[config.mk]
export PLATFORM = sky130hd
export DESIGN_NAME = btlpm_ctrl
export DESIGN_NICKNAME = d
export VERILOG_FILES = /design/src/sv/btlpm_pkg.sv /design/src/sv/btlpm_ctrl.sv
export SDC_FILE = /design/constraint.sdc
export NUM_CORES = 1
export LEC_CHECK = 0
export BUFFER_PORTS_ARGS = -buffer_cell sky130_fd_sc_hd__buf_4
export CAP_MARGIN = 20
export CELL_PAD_IN_SITES_DETAIL_PLACEMENT = 1
export CELL_PAD_IN_SITES_GLOBAL_PLACEMENT = 2
export CORE_AREA = 8 8 45 47
export CTS_CLUSTER_SIZE = 28
export DETAILED_ROUTE_END_ITERATION = 8
export DIE_AREA = 0 0 53 55
export PLACE_DENSITY = 0.68
export SLEW_MARGIN = 20
export SYNTH_ARGS = -nofsm -noshare
export SYNTH_HDL_FRONTEND = slang
export SYNTH_SLANG_ARGS = --single-unit
[constraint.sdc]
create_clock -name clock -period 1.38 [get_ports clock]
set_input_delay 0.069 -clock clock [delete_from_list [all_inputs] [get_ports clock]]
set_output_delay 0.069 -clock clock [all_outputs]
set_load 0.03 [all_outputs]
[src/sv/btlpm_pkg.sv]
// Shared constants and types for the binary trie longest prefix match block.
`timescale 1ns / 1ps

package btlpm_pkg;

   localparam int NODE_COUNT = 1024;
   localparam int ADDR_BITS  = 32;
   localparam int GW_BITS    = 32;
   localparam int IDX_W      = $clog2(NODE_COUNT);
   localparam int USED_W     = $clog2(NODE_COUNT + 1);
   localparam int DEPTH_W    = $clog2(ADDR_BITS + 1);

   localparam logic CMD_INSERT  = 1'b0;
   localparam logic CMD_LOOKUP  = 1'b1;
   localparam logic STATUS_DONE = 1'b0;
   localparam logic STATUS_FULL = 1'b1;

   typedef struct packed {
      logic [IDX_W-1:0]   left;
      logic [IDX_W-1:0]   right;
      logic [GW_BITS-1:0] gateway;
   } node_type;

   typedef struct packed {
      logic is_lookup;
      logic at_end;
      logic mask_bit;
      logic slot_zero;
      logic pool_full;
      logic rsp_free;
   } dp_status_type;

   typedef struct packed {
      logic load;
      logic descend;
      logic link;
      logic clear_new;
      logic finish;
      logic write_gw;
      logic full;
   } dp_cmd_type;

endpackage

[src/sv/btlpm_ctrl.sv]
// Controller state machine sequencing trie walks, node allocation and responses.
`timescale 1ns / 1ps

module btlpm_ctrl (
   input  logic                     clock,
   input  logic                     reset,
   input  logic                     req_valid,
   output logic                     req_ready,
   input  btlpm_pkg::dp_status_type status,
   output btlpm_pkg::dp_cmd_type    cmd
);

   typedef enum logic [1:0] {
      IDLE,
      WALK,
      ALLOC
   } state_type;

   state_type state_ff;
   state_type state_in;

   always_ff @(posedge clock) begin
      if (reset) begin
         state_ff <= IDLE;
      end else begin
         state_ff <= state_in;
      end
   end

   assign req_ready = (state_ff == IDLE);

   always_comb begin
      cmd      = '0;
      state_in = state_ff;
      case (state_ff)
         IDLE: begin
            if (req_valid) begin
               cmd.load = 1'b1;
               state_in = WALK;
            end
         end
         WALK: begin
            if (status.is_lookup) begin
               if (status.at_end || status.slot_zero) begin
                  if (status.rsp_free) begin
                     cmd.finish = 1'b1;
                     state_in   = IDLE;
                  end
               end else begin
                  cmd.descend = 1'b1;
               end
            end else if (!status.mask_bit || status.at_end) begin
               if (status.rsp_free) begin
                  cmd.finish   = 1'b1;
                  cmd.write_gw = 1'b1;
                  state_in     = IDLE;
               end
            end else if (status.slot_zero) begin
               if (status.pool_full) begin
                  if (status.rsp_free) begin
                     cmd.finish = 1'b1;
                     cmd.full   = 1'b1;
                     state_in   = IDLE;
                  end
               end else begin
                  cmd.link = 1'b1;
                  state_in = ALLOC;
               end
            end else begin
               cmd.descend = 1'b1;
            end
         end
         ALLOC: begin
            cmd.clear_new = 1'b1;
            state_in      = WALK;
         end
         default: begin
            state_in = IDLE;
         end
      endcase
   end

endmodule

==> results.sh, run 1 <==
export IMPL_status="complete, no violations"
export IMPL_max_clock_freq_mhz=777
export IMPL_finalHoldViolations=0
export IMPL_synth_seq_cells=2
export IMPL_combPwrFrac=0.311
export IMPL_worst_pin_slew_ps=260
export IMPL_cts_buffer_depth=2
export IMPL_slew_violations=0
export IMPL_hp_class="in2reg"
export IMPL_end_kind="primary output"
export IMPL_fin_area_sq_um=370
export IMPL_area_growth_syn_to_layout_pct=108
export IMPL_drtAntennaViolNets=0
export IMPL_io_buffers=16
export IMPL_yosys_top_cells_area="dfxtp_1 23%, nor3_1 11%, a311oi_2 8.5%"
export IMPL_setup_tns_final_ps=0
export IMPL_setup_viol=0
export IMPL_synth_nets=33
export IMPL_yosysSeqAreaShare=0.225
export IMPL_switching_share=0.303
export IMPL_fp_dieH_microns=55
export IMPL_clk_pin_slew_ps=30
export IMPL_switchingPower_mw=0.0870
export IMPL_slowest_delay_ps=360
export IMPL_period_minus_slack_ps=1290
export IMPL_insertedDiodeCount=0
export IMPL_post_route_drc_count=0
export IMPL_antenna_found_initial=0
export IMPL_grt_max_degree=8
export IMPL_initial_core_util=0.128
export IMPL_clockRootBuffer="clkbuf_4"
export IMPL_r2r_start="state_ff[1]"
export IMPL_cts_tree="yes"
export IMPL_grt_pass1_vias=312
export IMPL_yosysWarnings=0
export IMPL_wirelength_microns=737
export IMPL_syn_inst=24
export IMPL_arrival_ps=1220
export IMPL_wl_per_cell_microns=12.3
export IMPL_numCtsBuffers=3
export IMPL_reg_largest_list="state_ff x2"
export IMPL_vias=256
export IMPL_grt_setup_unrepaired="no"
export IMPL_final_period_utilization=0.933
export IMPL_start_kind="register"
export IMPL_htreeDepth=1
export IMPL_nNetsFinal=55
export IMPL_top_register="state_ff"
export IMPL_synth_top_cell_by_area="dfxtp_1"
export IMPL_grt_pass1_wl_microns=1220
export IMPL_finClkSkew_ps=0.706
export IMPL_critPathSlowestCell="dfxtp_1"
export IMPL_drt_iter0_markers=0
export IMPL_power_internal_mw=0.200
export IMPL_io_pins=17
export IMPL_grt_overflow_total=0
export IMPL_die_w_microns=53
export IMPL_p_seq_frac=0.235
export IMPL_grt_usage=0.0590
export IMPL_synth_top_cell_area_share=0.225
export IMPL_clkPwrFrac=0.454
export IMPL_hold_path_startpoint="status[1]"
export IMPL_dieArea_sq_um=2920
export IMPL_n_fill_cell=174
export IMPL_path_max_fanout=7
export IMPL_power_density_nw_per_um2=775
export IMPL_crit_start="state_ff[1]"
export IMPL_reg2reg_depth=2
export IMPL_r2r_slack_ps=150
export IMPL_largest_reg_flops=2
export IMPL_drt_pass1_iter_count=1
export IMPL_syn_area_sq_um=178
export IMPL_core_rowCount=14
export IMPL_syn_avg_cell_area_sq_um=7.40
export IMPL_dpl_cell_area_sq_um=324
export IMPL_clk_latency_ps=220
export IMPL_crit_type="reg2out"
export IMPL_postLayoutCoreUtil=0.268
export IMPL_post_dp_hpwl_microns=613
export IMPL_peakVddDrop_uv=159
export IMPL_slew_headroom=0.826
export IMPL_via_per_inst=4.27
export IMPL_cts_sinks=2
export IMPL_whs_path_depth=2
export IMPL_cp_required_ps=1310
export IMPL_p_leak_nw=0.160
export IMPL_coreArea_sq_um=1380
export IMPL_drive_above_1_share=0.591
export IMPL_ys_types=14
export IMPL_gp_congestion=0.620
export IMPL_path_cells="nand3b_1, nor3_1, buf_4"
export IMPL_drv_cap=0
[per-stage QoR]
step	std cells	power (mW)	hold slack (ps)	worst slack, ps
CTS	59	0.291	7.79	54.2
finish	60	0.287	48.8	92.4
global route	60	0.317	46.0	18.4
detailed placement	56	0.152	250	158
global placement	56	0.152	249	196
floorplan	24	0.108	137	86.5
[worst max-delay path: cells and delay by family, from the launching register on]
kind	cells	cell delay, ps
flops	1	360
buf+inv	1	190
simple gates	2	450
[metal layers]
metal  vias up  track usage  wire length, microns
met5         -            0                     0
met4         0       0.0647                     0
met3         0       0.0321                    91
met2        12       0.0879                   322
met1       112       0.0545                   323
li1        132            -                     -
[cell families (layout without fill, tap and decap cells)]
group	count (synthesis)	in the layout	share of synthesized area
AND/OR/NAND/NOR	17	17	0.556
AO/OA/AOI/OAI	4	4	0.197
flip-flops	2	2	0.225
buffers and inverters	1	21	0.0211
[path summary, 6_finish.rpt]
| path | to |
|---|---|
| max | cmd[0] |
| min | state_ff[1] |
| min reg2reg | state_ff[1] |
| max reg2reg | state_ff[0] |
[cell usage after synthesis]
cell type  count
dfxtp_1        2
nor2b_1        2
nor4_1         2
inv_1          1
nor3_1         4
a311oi_2       1
nand3b_1       2
and2_1         1
a211o_2        1
nand2b_1       1
a21oi_1        1
or4_4          1
o21ai_0        1
nor2_1         4
[power by group through the flow]
stage / logic (mW) / registers, mW / clock network, mW
final: 0.0893 / 0.0675 / 0.130
after global routing: 0.0974 / 0.0680 / 0.151
after CTS: 0.0857 / 0.0656 / 0.140
after detailed placement: 0.0855 / 0.0664 / 0
after global placement: 0.0860 / 0.0658 / 0
after floorplan: 0.0432 / 0.0650 / 0
[layout by cell type (no fill, tap or decap)]
| cell | Yosys | final |
|---|---|---|
| nor3_2 | 0 | 1 |
| buf_4 | 0 | 16 |
| dfxtp_1 | 2 | 1 |
| or4_4 | 1 | 1 |
| o21ai_0 | 1 | 1 |
| nand2b_4 | 0 | 1 |
| nand3b_1 | 2 | 2 |
| and2_1 | 1 | 1 |
| nor2b_1 | 2 | 2 |
| nor4_1 | 2 | 1 |
| a211o_2 | 1 | 1 |
| nor3_1 | 4 | 3 |
| nor4_2 | 0 | 1 |
| a311oi_2 | 1 | 1 |
| nor2_1 | 4 | 4 |
| dfxtp_2 | 0 | 1 |
| a21oi_1 | 1 | 1 |
| dlygate4sd3_1 | 0 | 1 |
| clkbuf_4 | 0 | 3 |
| inv_1 | 1 | 1 |
[timing repair]
item                                    CTS  global route
hold buffers                              0             1
endpoints found under the hold margin     0             1
endpoints found under the setup margin    0             3
buffers inserted                          0             0
resized for setup                         0             4
[layout make-up]
class / instances / area (sq um) / share of cell area
multi-input cells: 21 / 153 / 0.412
repair buffers: 17 / 130 / 0.351
flip-flops and latches: 2 / 41.3 / 0.111
clock buffers: 3 / 22.5 / 0.0608
well taps: 16 / 20.0 / 0.0541
inverters: 1 / 3.75 / 0.0101
No activity file was read; power rests on OpenSTA's default activity.
==> inputs of run 2 (changes only) <==
--- a/config.mk
+++ b/config.mk
@@ -14,6 +14,7 @@
 export DETAILED_ROUTE_END_ITERATION = 8
 export DIE_AREA = 0 0 53 55
 export PLACE_DENSITY = 0.68
+export REMOVE_ABC_BUFFERS = 1
 export SLEW_MARGIN = 20
 export SYNTH_ARGS = -nofsm -noshare
 export SYNTH_HDL_FRONTEND = slang
==> constraint.sdc (replaced) <==
create_clock -name clock -period 1.2 [get_ports clock]
set_input_delay 0.06 -clock clock [delete_from_list [all_inputs] [get_ports clock]]
set_output_delay 0.06 -clock clock [all_outputs]
set_load 0.03 [all_outputs]
==> run 2 against run 1 <==
The run now ends with setup timing left. Sequential power is 11% higher. Combinational power is 35% higher. Routed wire length increased by 10%. Power rose by 22%. Cell count is 3.3% higher. Critical path depth stayed put. Hold slack worse by 6.1 ps. Register-to-register slack got worse by 100 ps. Critical endpoint unchanged. Highest routed layer unchanged.
==> results.sh, run 2 (synthesis results as in run 1) <==
export IMPL_grt_max_degree=6
export IMPL_power_density_nw_per_um2=838
export IMPL_setup_slack_ps=-51.6
export IMPL_drt_pass1_iter_count=2
export IMPL_coreArea_sq_um=1380
export IMPL_max_clock_freq_mhz=799
export IMPL_largest_reg_flops=2
export IMPL_cts_buffer_depth=2
export IMPL_drt_iter0_markers=1
export IMPL_slew_violations=0
export IMPL_crit_end="cmd[0]"
export IMPL_setup_viol=2
export IMPL_clockRootBuffer="clkbuf_4"
export IMPL_clk_pin_slew_ps=30
export IMPL_finalHoldViolations=0
export IMPL_io_buffers=16
export IMPL_post_dp_hpwl_microns=637
export IMPL_reg2reg_depth=2
export IMPL_r2r_slack_ps=50
export IMPL_clk_latency_ps=230
export IMPL_nNetsFinal=57
export IMPL_cts_sinks=2
export IMPL_drive_above_1_share=0.717
export IMPL_final_period_utilization=1.04
export IMPL_fp_dieH_microns=55
export IMPL_vias=271
export IMPL_path_max_fanout=5
export IMPL_hp_class="in2reg"
export IMPL_critPathSlowestCell="dfxtp_2"
export IMPL_htreeDepth=1
export IMPL_dieArea_sq_um=2920
export IMPL_post_route_drc_count=0
export IMPL_switching_share=0.323
export IMPL_cp_required_ps=1140
export IMPL_violations="setup timing"
export IMPL_p_seq_frac=0.213
export IMPL_arrival_ps=1190
export IMPL_antenna_found_initial=0
export IMPL_die_w_microns=53
export IMPL_grt_pass1_vias=310
export IMPL_crit_start="state_ff[1]"
export IMPL_r2r_end="state_ff[0]"
export IMPL_path_cells="nand3b_1, nor3_2, buf_4"
export IMPL_via_per_inst=4.37
export IMPL_end_kind="primary output"
export IMPL_area_growth_syn_to_layout_pct=136
export IMPL_postLayoutCoreUtil=0.303
export IMPL_drv_cap=0
export IMPL_power_internal_mw=0.238
export IMPL_crit_family="simple AND/OR/NAND/NOR gates"
export IMPL_wirelength_microns=813
export IMPL_drtAntennaViolNets=0
export IMPL_final_common_cell="buf_4"
export IMPL_slowest_delay_ps=330
export IMPL_top_register="state_ff"
export IMPL_grt_setup_unrepaired="yes"
export IMPL_switchingPower_mw=0.113
export IMPL_cts_setup_buffers=0
export IMPL_wl_per_cell_microns=13.1
export IMPL_path_buf_inv=1
export IMPL_start_kind="register"
export IMPL_grt_overflow_total=0
export IMPL_io_pins=17
export IMPL_p_leak_nw=0.176
export IMPL_period_minus_slack_ps=1250
export IMPL_worst_pin_slew_ps=318
export IMPL_peakVddDrop_uv=390
export IMPL_dpl_cell_area_sq_um=333
export IMPL_layout_common_cells="16 x buf_4, 3 x nor3_2, 3 x nor2_1, 3 x clkbuf_4"
export IMPL_grt_usage=0.0606
export IMPL_initial_core_util=0.128
export IMPL_insertedDiodeCount=0
export IMPL_fin_area_sq_um=419
export IMPL_status="finished, violations left"
export IMPL_finClkSkew_ps=1.93
export IMPL_crit_type="reg2out"
export IMPL_gp_congestion=0.659
export IMPL_cp_num_cells=3
export IMPL_slew_headroom=0.787
export IMPL_combPwrFrac=0.344
export IMPL_grt_pass1_wl_microns=1260
export IMPL_cts_tree="yes"
export IMPL_r2r_start="state_ff[1]"
export IMPL_clkPwrFrac=0.443
export IMPL_core_rowCount=14
export IMPL_reg_largest_list="state_ff x2"
export IMPL_numCtsBuffers=3
[run 2: power by group through the flow]
stage	combinational [mW]	sequential (mW)	clock (mW)
finish	0.121	0.0747	0.156
global route	0.129	0.0755	0.174
CTS	0.118	0.0747	0.168
detailed placement	0.104	0.0732	0
global placement	0.104	0.0733	0
floorplan	0.0485	0.0747	0
[run 2: per-layer routing]
layer,vias to the layer above,track usage,share of wire
li1,135,-,-
met1,123,0.0591,0.44
met2,13,0.0938,0.47
met3,0,0.0481,0.092
met4,0,0.0259,0
met5,-,0,0
[run 2: through the flow]
step	hold WS, ps	TNS, ps	setup WS, ps	total power [mW]	cells
after floorplan	128	-566	-322	0.123	24
after global placement	238	0	46.4	0.177	58
after detailed placement	240	-9.56	-9.56	0.177	58
after CTS	26.8	-97.6	-53.7	0.360	62
after global routing	45.5	-313	-112	0.379	62
final	42.7	-96.0	-51.6	0.351	62
[run 2: cell type report]
cell class	count	area, sq um
Multi-Input combinational cell	21	178
Clock buffer	3	22.5
Tap cell	16	20.0
Fill cell	183	965
Timing Repair Buffer	19	153
Sequential cell	2	42.5
Inverter	1	3.75
[run 2: repair_timing]
action                                  4_1_cts  5_1_grt
hold buffers                                  1        0
hold endpoints to repair                      1        0
resized for setup                             8        4
pin swaps                                     1        1
endpoints found under the setup margin        5        6
[run 2: worst min-delay path by stage]
stage                         start          end  slack, ps  depth (start not counted)
after global routing      status[1]  state_ff[1]         50                          2
after floorplan               reset  state_ff[0]        130                          1
final                     status[1]  state_ff[1]         40                          2
after global placement        reset  state_ff[0]        240                          2
after CTS                 status[1]  state_ff[1]         30                          2
after detailed placement      reset  state_ff[0]        240                          2
